--- src/rtl/prfp_pkg.sv ---
// Package for the player reply frame parser.
// Holds frame byte constants and positions, reply codes and the event kind type.
// No dependencies.
`default_nettype none

package prfp_pkg;

    localparam logic [7:0] START_BYTE   = 8'h7E;
    localparam logic [7:0] END_BYTE     = 8'hEF;

    localparam logic [7:0] CODE_IN      = 8'h3A;
    localparam logic [7:0] CODE_OUT     = 8'h3B;
    localparam logic [7:0] CODE_DONE    = 8'h3D;
    localparam logic [7:0] CODE_FILES   = 8'h48;
    localparam logic [7:0] CODE_FOLDERS = 8'h4F;

    localparam int unsigned POS_W = 4;

    localparam logic [POS_W-1:0] POS_CODE  = 4'd3;
    localparam logic [POS_W-1:0] POS_HIGH  = 4'd5;
    localparam logic [POS_W-1:0] POS_LOW   = 4'd6;
    localparam logic [POS_W-1:0] LAST_POS  = 4'd9;

    typedef enum logic [2:0] {
        KIND_CARD_IN   = 3'd0,
        KIND_CARD_OUT  = 3'd1,
        KIND_TRACK_END = 3'd2,
        KIND_FILES     = 3'd3,
        KIND_FOLDERS   = 3'd4
    } event_kind_t;

endpackage : prfp_pkg

`default_nettype wire

--- src/rtl/prfp_in_if.sv ---
// Input channel of the reply frame parser: one received UART byte per transaction.
// Valid/ready handshake; no dependencies.
`default_nettype none

interface prfp_in_if;

    logic       valid;
    logic       ready;
    logic [7:0] rx_byte;

    modport source (output valid, output rx_byte, input ready);
    modport sink   (input valid, input rx_byte, output ready);

endinterface : prfp_in_if

`default_nettype wire

--- src/rtl/prfp_out_if.sv ---
// Output channel of the reply frame parser: one decoded reply event per transaction.
// Valid/ready handshake; no dependencies.
`default_nettype none

interface prfp_out_if;

    logic        valid;
    logic        ready;
    logic [2:0]  event_kind;
    logic [15:0] event_value;
    logic        card_present;
    logic        track_ended;

    modport source (output valid, output event_kind, output event_value,
                    output card_present, output track_ended, input ready);
    modport sink   (input valid, input event_kind, input event_value,
                    input card_present, input track_ended, output ready);

endinterface : prfp_out_if

`default_nettype wire

--- src/rtl/player_reply_frame_parser_unit.sv ---
// An accepted end byte goes through the input register, the parse step and the result register to the output.
// Throughput: one byte per cycle; the parse step sits between the input register and
// the result register, and stalls only while a result waits and the output is not ready.
// Reset (rst_n low, asynchronous): frame position 0, code and value bytes 0,
// card flag set, track-ended flag clear, both registers empty.
// Depends on prfp_pkg, prfp_in_if and prfp_out_if.
`default_nettype none

module player_reply_frame_parser_unit
    import prfp_pkg::*;
(
    input  wire logic   clk,
    input  wire logic   rst_n,
    prfp_in_if.sink     rx,
    prfp_out_if.source  evt
);

    // input register
    logic              in_valid_reg;
    logic [7:0]        in_byte_reg;

    // parser state
    logic [POS_W-1:0]  pos_reg,  pos_next;
    logic [7:0]        code_reg, code_next;
    logic [7:0]        hi_reg,   hi_next;
    logic [7:0]        lo_reg,   lo_next;
    logic              card_reg, card_next;
    logic              done_reg, done_next;

    // result register
    logic              out_valid_reg;
    event_kind_t       kind_reg;
    logic [15:0]       value_reg;
    logic              card_out_reg;
    logic              done_out_reg;

    logic              advance;
    logic              res_valid;
    event_kind_t       res_kind;
    logic [15:0]       res_value;

    // process the held byte when the result slot is free or being drained
    assign advance  = in_valid_reg && (!out_valid_reg || evt.ready);
    assign rx.ready = !in_valid_reg || advance;

    always_comb
    begin
        pos_next  = pos_reg;
        code_next = code_reg;
        hi_next   = hi_reg;
        lo_next   = lo_reg;
        card_next = card_reg;
        done_next = done_reg;
        res_valid = 1'b0;
        res_kind  = KIND_CARD_IN;
        res_value = '0;
        if (advance)
        begin
            if (pos_reg == '0)
            begin
                if (in_byte_reg == START_BYTE)
                    pos_next = 4'd1;
            end
            else if (pos_reg < LAST_POS)
            begin
                if (pos_reg == POS_CODE)
                    code_next = in_byte_reg;
                else if (pos_reg == POS_HIGH)
                    hi_next = in_byte_reg;
                else if (pos_reg == POS_LOW)
                    lo_next = in_byte_reg;
                pos_next = pos_reg + 4'd1;
            end
            else
            begin
                // end of frame: drop it unless the end byte matches and the code is known
                pos_next = '0;
                if (in_byte_reg == END_BYTE)
                begin
                    unique case (code_reg)
                        CODE_IN:
                        begin
                            card_next = 1'b1;
                            res_valid = 1'b1;
                            res_kind  = KIND_CARD_IN;
                        end
                        CODE_OUT:
                        begin
                            card_next = 1'b0;
                            res_valid = 1'b1;
                            res_kind  = KIND_CARD_OUT;
                        end
                        CODE_DONE:
                        begin
                            done_next = 1'b1;
                            res_valid = 1'b1;
                            res_kind  = KIND_TRACK_END;
                        end
                        CODE_FILES:
                        begin
                            res_valid = 1'b1;
                            res_kind  = KIND_FILES;
                            res_value = {hi_reg, lo_reg};
                        end
                        CODE_FOLDERS:
                        begin
                            res_valid = 1'b1;
                            res_kind  = KIND_FOLDERS;
                            res_value = {hi_reg, lo_reg};
                        end
                        default:
                        begin
                            res_valid = 1'b0;
                        end
                    endcase
                end
            end
        end
    end

    always_ff @(posedge clk or negedge rst_n)
    begin
        if (!rst_n)
        begin
            in_valid_reg  <= 1'b0;
            out_valid_reg <= 1'b0;
            pos_reg       <= '0;
            code_reg      <= '0;
            hi_reg        <= '0;
            lo_reg        <= '0;
            card_reg      <= 1'b1;
            done_reg      <= 1'b0;
        end
        else
        begin
            if (rx.ready)
                in_valid_reg <= rx.valid;
            if (advance || evt.ready)
                out_valid_reg <= res_valid;
            pos_reg  <= pos_next;
            code_reg <= code_next;
            hi_reg   <= hi_next;
            lo_reg   <= lo_next;
            card_reg <= card_next;
            done_reg <= done_next;
        end
    end

    // payload registers: no reset
    always_ff @(posedge clk)
    begin
        if (rx.ready && rx.valid)
            in_byte_reg <= rx.rx_byte;
        if (advance && res_valid)
        begin
            kind_reg     <= res_kind;
            value_reg    <= res_value;
            card_out_reg <= card_next;
            done_out_reg <= done_next;
        end
    end

    assign evt.valid        = out_valid_reg;
    assign evt.event_kind   = kind_reg;
    assign evt.event_value  = value_reg;
    assign evt.card_present = card_out_reg;
    assign evt.track_ended  = done_out_reg;

`ifndef SYNTH
    a_pos_range: assert property (@(posedge clk) disable iff (!rst_n)
        pos_reg <= LAST_POS)
        else $error("frame position beyond end byte");

    a_done_sticky: assert property (@(posedge clk) disable iff (!rst_n)
        done_reg |=> done_reg)
        else $error("track-ended flag cleared");

    a_result_wraps: assert property (@(posedge clk) disable iff (!rst_n)
        (advance && res_valid) |=> (pos_reg == '0 && out_valid_reg))
        else $error("result without return to frame start");

    a_value_zero: assert property (@(posedge clk) disable iff (!rst_n)
        (out_valid_reg && kind_reg != KIND_FILES && kind_reg != KIND_FOLDERS)
        |-> value_reg == '0)
        else $error("nonzero value on a flag event");

    a_no_overwrite: assert property (@(posedge clk) disable iff (!rst_n)
        (out_valid_reg && !evt.ready) |-> !advance)
        else $error("pending result overwritten");
`endif

endmodule : player_reply_frame_parser_unit

`default_nettype wire

--- src/flat_wrapper.sv ---
// flat-port wrapper written by rule: the top's interface ports become plain ports
module player_reply_frame_parser_unit_flat import prfp_pkg::*;
  (clk, rst_n, rx_valid, rx_rx_byte, rx_ready, evt_valid, evt_event_kind, evt_event_value, evt_card_present, evt_track_ended, evt_ready);
  prfp_in_if rx_i ();
  prfp_out_if evt_i ();
  input  wire logic clk;
  input  wire logic rst_n;
  input wire logic [$bits(rx_i.valid)-1:0] rx_valid;
  input wire logic [$bits(rx_i.rx_byte)-1:0] rx_rx_byte;
  output wire logic [$bits(rx_i.ready)-1:0] rx_ready;
  output wire logic [$bits(evt_i.valid)-1:0] evt_valid;
  output wire logic [$bits(evt_i.event_kind)-1:0] evt_event_kind;
  output wire logic [$bits(evt_i.event_value)-1:0] evt_event_value;
  output wire logic [$bits(evt_i.card_present)-1:0] evt_card_present;
  output wire logic [$bits(evt_i.track_ended)-1:0] evt_track_ended;
  input wire logic [$bits(evt_i.ready)-1:0] evt_ready;
  assign rx_i.valid = rx_valid;
  assign rx_i.rx_byte = rx_rx_byte;
  assign rx_ready = rx_i.ready;
  assign evt_valid = evt_i.valid;
  assign evt_event_kind = evt_i.event_kind;
  assign evt_event_value = evt_i.event_value;
  assign evt_card_present = evt_i.card_present;
  assign evt_track_ended = evt_i.track_ended;
  assign evt_i.ready = evt_ready;
  player_reply_frame_parser_unit u_core (.clk(clk), .rst_n(rst_n), .rx(rx_i), .evt(evt_i));
endmodule
--- config.mk ---
export PLATFORM = sky130hd
export DESIGN_NAME = player_reply_frame_parser_unit_flat
export DESIGN_NICKNAME = d
export VERILOG_FILES = /design/src/rtl/prfp_pkg.sv /design/src/rtl/prfp_in_if.sv /design/src/rtl/prfp_out_if.sv /design/src/rtl/player_reply_frame_parser_unit.sv /design/src/flat_wrapper.sv
export SDC_FILE = /design/constraint.sdc
export NUM_CORES = 1
export LEC_CHECK = 0
export ABC_AREA = 1
export BUFFER_PORTS_ARGS = -buffer_cell sky130_fd_sc_hd__buf_2
export CORE_AREA = 2 2 72 74
export CTS_CLUSTER_DIAMETER = 40
export DETAILED_ROUTE_END_ITERATION = 12
export DIE_AREA = 0 0 74 76
export HOLD_SLACK_MARGIN = 0.02
export PLACE_DENSITY = 0.77
export SLEW_MARGIN = 20
export SYNTH_ARGS = -nofsm -noshare
export SYNTH_HDL_FRONTEND = slang
export SYNTH_SLANG_ARGS = --single-unit
--- constraint.sdc ---
create_clock -name clk -period 2.8 [get_ports clk]
set_input_delay 0.56 -clock clk [delete_from_list [all_inputs] [get_ports clk]]
set_output_delay 0.56 -clock clk [all_outputs]
set_load 0.02 [all_outputs]
==> Yosys cells after proc, flatten, opt, wreduce, memory -nomap -nowiden <==
Cells that the tools add are included.
{ "op_classes": {"n_addsub": 1, "order_cmp": 1, "n_eq_ne": 11, "n_mux": 19, "bitwise": 6, "reduce_logical": 17} }
{ "ops": {"columns": ["op", "n"], "rows": [
  ["$eq A8 B6 Y1 const B", 3],
  ["$eq A8 B7 Y1 const B", 3],
  ["$mux W1", 14],
  ["$mux W4", 3],
  ["$pmux W3 S4", 1],
  ["$reduce_or A5 Y1", 2],
  ["$eq A4 B3 Y1 const B", 2],
  ["$eq A8 B8 Y1 const B", 1],
  ["$not A1 Y1", 6],
  ["$reduce_and A6 Y1", 1],
  ["$reduce_and A5 Y1", 1],
  ["$add A4 B1 Y4 const B", 1],
  ["$eq A4 B2 Y1 const B", 1],
  ["$logic_not A4 Y1", 1],
  ["$lt A4 B4 Y1 const B", 1],
  ["$reduce_and A4 Y1", 1],
  ["$reduce_or A4 Y1", 1],
  ["$logic_and A1 B1 Y1", 3],
  ["$logic_or A1 B1 Y1", 3],
  ["$logic_not A1 Y1", 2],
  ["$ne A2 B2 Y1 const B", 1],
  ["$pmux W1 S2", 1],
  ["$reduce_and A2 Y1", 1],
  ["$reduce_or A2 Y1", 1]
]} }
{ "totals": {"ff_bits": 61, "inputBits": 12, "output_inout_bits": 23, "elab_cells": 68} }

==> Logic depth before layout (Yosys ltp) <==
{ "logic_depth": {"ltp_word": 8, "depth_mapped": 10, "ltp_nobuf": 9} }

==> Worst setup path after synthesis <==
Ideal clock, no wire load.
{ "synth_timing": {"kind": "register to register", "start": "register u_core.pos_reg[0]", "end": "register u_core.card_out_reg, in the netlist u_core.evt.card_present, enable pin", "setup_time_ns": 0.399, "arrival_ns": 2.095, "required_ns": 2.401, "setup_slack_ns": 0.307, "stages_incl_launch_ff": 8, "path_buffers": 0, "synth_period_minus_slack_ns": 2.493, "cell_sequence": "dfrtp_1 inv_1 ha_1 a21oi_2 nand2_2 nor2_4 inv_1 nor2_1"} }
{ "synth_via": {"elab_chain_cells": 5, "word_cells_on_any_way": 6, "cone_classes": "order compare (1); mux (3); reduce/logical (2)"} }
{ "synth_rtl": {"columns": ["item", "line", "text"], "rows": [
  ["start, declared", "player_reply_frame_parser_unit.sv:23", "logic [POS_W-1:0] pos_reg, pos_next;"],
  ["start signal, assigned", "player_reply_frame_parser_unit.sv:140", "pos_reg <= pos_next;"],
  ["$lt A4 B4 Y1", "player_reply_frame_parser_unit.sv:64", "else if (pos_reg < LAST_POS)"],
  ["$mux W1", "player_reply_frame_parser_unit.sv:64", null],
  ["$mux W1 *", "player_reply_frame_parser_unit.sv:59", "if (pos_reg == '0)"],
  ["$mux W1 *", "player_reply_frame_parser_unit.sv:57", "if (advance)"],
  ["via u_core.res_valid", "player_reply_frame_parser_unit.sv:38", "logic res_valid;"],
  ["$logic_and A1 B1 Y1 *", "player_reply_frame_parser_unit.sv:154", "if (advance && res_valid)"],
  ["end signal, assigned", "player_reply_frame_parser_unit.sv:158", "card_out_reg <= card_next;"],
  ["end, declared", "player_reply_frame_parser_unit.sv:34", "logic card_out_reg;"]
]} }
The timed path passes the listed nets; every way through them passes the cells marked *.
A chain may end at the register's enable or synchronous reset.

==> Final worst setup path <==
{ "layout_timing": {"start": "register u_core.pos_reg[0]", "end": "register u_core.done_out_reg, in the netlist u_core.evt.track_ended, enable pin"} }
{ "layout_via": {"elab_chain_cells": 5, "word_cells_on_any_way": 6, "cone_classes": "order compare (1); mux (3); reduce/logical (2)"} }
{ "layout_rtl": {"columns": ["item", "line", "text"], "rows": [
  ["$lt A4 B4 Y1", "player_reply_frame_parser_unit.sv:64", null],
  ["$mux W1", "player_reply_frame_parser_unit.sv:64", null],
  ["$mux W1 *", "player_reply_frame_parser_unit.sv:59", null],
  ["$mux W1 *", "player_reply_frame_parser_unit.sv:57", null],
  ["via u_core.res_valid", "player_reply_frame_parser_unit.sv:38", null],
  ["$logic_and A1 B1 Y1 *", "player_reply_frame_parser_unit.sv:154", null],
  ["end signal, assigned", "player_reply_frame_parser_unit.sv:159", "done_out_reg <= done_next;"],
  ["end, declared", "player_reply_frame_parser_unit.sv:35", "logic done_out_reg;"]
]} }
Marks and branches as above.

==> summary.txt <==
================================================================================
Result of the run                                                   complete, no violations
Worst Setup End Kind                                                    register
Std-Cell Core Area                                                     4910 um^2
Fraction of final layout cells with drive strength greater than 1          22.5%
Resized Gates After CTS                                                        0
Leakage power total                                                   0.00135 uW
Crit-path max FO                                                              12
Distinct cells, synth                                                         23
Data arrival time of the critical path                                   2280 ps
Max reg flops                                                                 16
Final std cell area, no fill                                           3130 um^2
Die Wd                                                                     74 um
Die height                                                                 76 um
Tightest slew margin relative to the limit                                 39.9%
P per Cell Area                                                      811 nW/um^2
Cell types occupying the most area after synthesis                  sky130_fd_sc_hd__edfxtp_1, sky130_fd_sc_hd__dfrtp_1, sky130_fd_sc_hd__nand2_1
Count of antenna-violating nets left after detailed routing                    0
Gp weighted congestion                                                     0.927
TritonCTS buffer count                                                         9
Final routed wire length divided by cell count                           12.1 um
Dominant cell type by area after synthesis                          sky130_fd_sc_hd__edfxtp_1
Final critical-path required period                                      2240 ps
Adder-cell share of the synthesized area                                   1.86%
Effective utilization at floorplan                                         54.8%
Nets                                                                         331
Kind of start point of the critical path                                register
Overall routed net length                                                4720 um
Area of the mapped netlist                                             2690 um^2
HPWL after detailed placement                                            3360 um
Post-synthesis simple-gate area fraction                                   22.0%
Tot Pwr                                                                  2540 uW
I/O pins                                                                      35
Synth Area per Inst                                                    9.93 um^2
Sequential-to-total area share from yosys stat                             62.2%
Period Utilization, post-route                                             80.0%
Instance count of the mapped netlist                                         271
Maximum operating frequency                                              446 MHz
Total Die Area                                                         5620 um^2
Ratio of routed vias to standard cells                                      4.83
Net count after synthesis                                                    287
Compound-gate portion of the synthesized area                              6.42%
WP data required                                                         2840 ps
Hold/Removal Path Class                                                 in2async
Portion of netlist area occupied by mux cells                                 0%
Area fraction of the dominant cell type after synthesis                    32.4%
Clock transition at the registers of the reported paths                    70 ps
Cell Rows                                                                     26
Largest family of logic cells by synthesized area                   simple AND/OR/NAND/NOR gates
Iter 0 DRT Violations                                                        164
Final Hold Viols                                                               0
Total setup violations reported at the end of the flow                         0
Xor-xnor portion of the synthesized cell area                                 0%
Initial antenna violation count                                                0
Critical Setup Path Class                                                reg2reg
Count of final max-slew check failures                                         0
All-Layer GR Usage                                                         18.8%
H-tree depth                                                                   3
Maximum number of pins on one net before global-route repair                  33
Max clock buf depth                                                            2
Reg2reg path depth                                                             8
Clk_skew                                                                 7.01 ps
Actual transition at the worst max-transition pin                         898 ps
CTS tree                                                                     yes
Count of state elements after synthesis                                       61
Clock sink count                                                              61
# DRC                                                                          0
Congestion Overflow GR                                                         0
Count of hold-fix buffers inserted at cts                                      0
Yosys warning count                                                            0
Diode insertion count for antenna repair                                       0
Total negative slack for setup checks                                       0 ps
Count of input and output buffers                                             34
Drt pass-1 iters                                                               4
Unrepaired setup endpoints after global routing                               no
Area added between synthesis and finish                                    16.5%
VDD IR-drop max                                                           510 uV
Global-route wire length before repair                                   7960 um
Number of setup buffers added after CTS                                        0
Number of global-route vias before repair                                   1818
Clock latency reported for the late side of the worst-skew pair           340 ps
Number of maximum-capacitance constraint violations                            0
Reg-to-reg slack, setup                                                   560 ps
Via count of the routed design                                              1882
Root Driver                                                         sky130_fd_sc_hd__clkbuf_8
Cell area after placement                                              2940 um^2
================================================================================
-- metal layers --
metal	routed length, um	GRT usage, %	part of all wire [%]	up-vias
li1	-	-	-	944
met1	2010	23.4	43	862
met2	2320	29.5	49	67
met3	321	6.35	6.8	9
met4	71	8.18	1.5	0
met5	0	0	0	-
-- layout by cell type, fill, tap and decap left out --
cell                         instances
sky130_fd_sc_hd__dfstp_2             1
sky130_fd_sc_hd__nor3_1              1
sky130_fd_sc_hd__inv_1              44
sky130_fd_sc_hd__buf_4               3
sky130_fd_sc_hd__nand3_1            11
sky130_fd_sc_hd__clkinvlp_4          1
sky130_fd_sc_hd__o21ai_0             9
sky130_fd_sc_hd__dfrtp_1            31
sky130_fd_sc_hd__ha_1                4
sky130_fd_sc_hd__nor2_4             11
sky130_fd_sc_hd__buf_2              34
sky130_fd_sc_hd__clkinv_2            2
sky130_fd_sc_hd__nand2_1            70
sky130_fd_sc_hd__nand4_1             3
sky130_fd_sc_hd__a21oi_1             1
sky130_fd_sc_hd__nor2_1             24
sky130_fd_sc_hd__bufinv_16           1
sky130_fd_sc_hd__o21ai_1            17
sky130_fd_sc_hd__edfxtp_1           29
sky130_fd_sc_hd__nand2_2             4
sky130_fd_sc_hd__clkbuf_1            2
sky130_fd_sc_hd__nor2_2              1
sky130_fd_sc_hd__nor4_1              1
sky130_fd_sc_hd__a21oi_2             1
sky130_fd_sc_hd__o21bai_1            1
sky130_fd_sc_hd__clkbuf_8           10
sky130_fd_sc_hd__o211ai_4            1
sky130_fd_sc_hd__inv_2               2
-- area by class of cell --
type	instances	area (um^2)
multi-input cells	160	816
clock inverters	4	47.5
well taps	70	87.6
flip-flops and latches	61	1670
clock buffers	12	145
inverters	46	173
fillers	381	1780
repair buffers	37	193
-- path summary, 6_finish.rpt --
kind | endpoint | startpoint
setup / recovery | u_core.evt.track_ended | u_core.pos_reg[0]
hold / removal | u_core.hi_reg[2] | rst_n
setup reg to reg | u_core.evt.track_ended | u_core.pos_reg[0]
hold reg to reg | u_core.done_reg | u_core.done_reg
max in group asynchronous | u_core.done_reg | rst_n
min in group clk | u_core.in_byte_reg[5] | rx_rx_byte[5]
-- worst max-delay path, cell delays in order (launching register included) --
cell	delay, ps
sky130_fd_sc_hd__dfrtp_1	440
sky130_fd_sc_hd__inv_1	90
sky130_fd_sc_hd__ha_1	240
sky130_fd_sc_hd__a21oi_2	190
sky130_fd_sc_hd__nand2_2	80
sky130_fd_sc_hd__nor2_4	190
sky130_fd_sc_hd__inv_1	70
sky130_fd_sc_hd__nor2_1	370
sky130_fd_sc_hd__buf_4	280
-- power breakdown --
group | internal (uW) | total, uW | switching (uW) | leakage [uW]
sequential | 1110 | 1230 | 120 | 0.000636
combinational | 181 | 545 | 365 | 0.000621
clock | 433 | 767 | 335 | 0.0000964
-- cells in the mapped netlist --
cell	count
sky130_fd_sc_hd__nor2_2	1
sky130_fd_sc_hd__nor2_4	11
sky130_fd_sc_hd__nand4_1	3
sky130_fd_sc_hd__nand2_2	4
sky130_fd_sc_hd__o211ai_4	1
sky130_fd_sc_hd__o21ai_0	9
sky130_fd_sc_hd__inv_2	2
sky130_fd_sc_hd__ha_1	4
sky130_fd_sc_hd__edfxtp_1	29
sky130_fd_sc_hd__nor2_1	24
sky130_fd_sc_hd__nor3_1	1
sky130_fd_sc_hd__a21oi_1	1
sky130_fd_sc_hd__dfrtp_1	31
sky130_fd_sc_hd__dfstp_2	1
sky130_fd_sc_hd__o21bai_1	1
sky130_fd_sc_hd__a21oi_2	1
sky130_fd_sc_hd__o21ai_1	17
sky130_fd_sc_hd__nor4_1	1
sky130_fd_sc_hd__nand2_1	70
sky130_fd_sc_hd__inv_1	44
sky130_fd_sc_hd__buf_2	3
sky130_fd_sc_hd__nand3_1	11
sky130_fd_sc_hd__buf_8	1
-- stage by stage --
| stage | hold WS (ps) | worst slack [ps] | util, % | instances |
|---|---|---|---|---|
| finish | 281 | 559 | 63.8 | 390 |
| global route | 324 | 380 | 63.8 | 390 |
| detailed placement | 451 | 492 | 59.9 | 374 |
| CTS | 297 | 539 | 63.8 | 390 |
| global placement | 448 | 541 | 59.9 | 374 |
| floorplan | 264 | 307 | - | 271 |
-- cells by family (layout without fill, tap and decap cells) --
group	count (synthesis)	after routing
buffers and inverters	50	99
AND/OR/NAND/NOR	126	126
AO/OA/AOI/OAI	30	30
flip-flops	61	61
adder cells (fa/ha/maj)	4	4
Power figures use the tool's default switching activity.
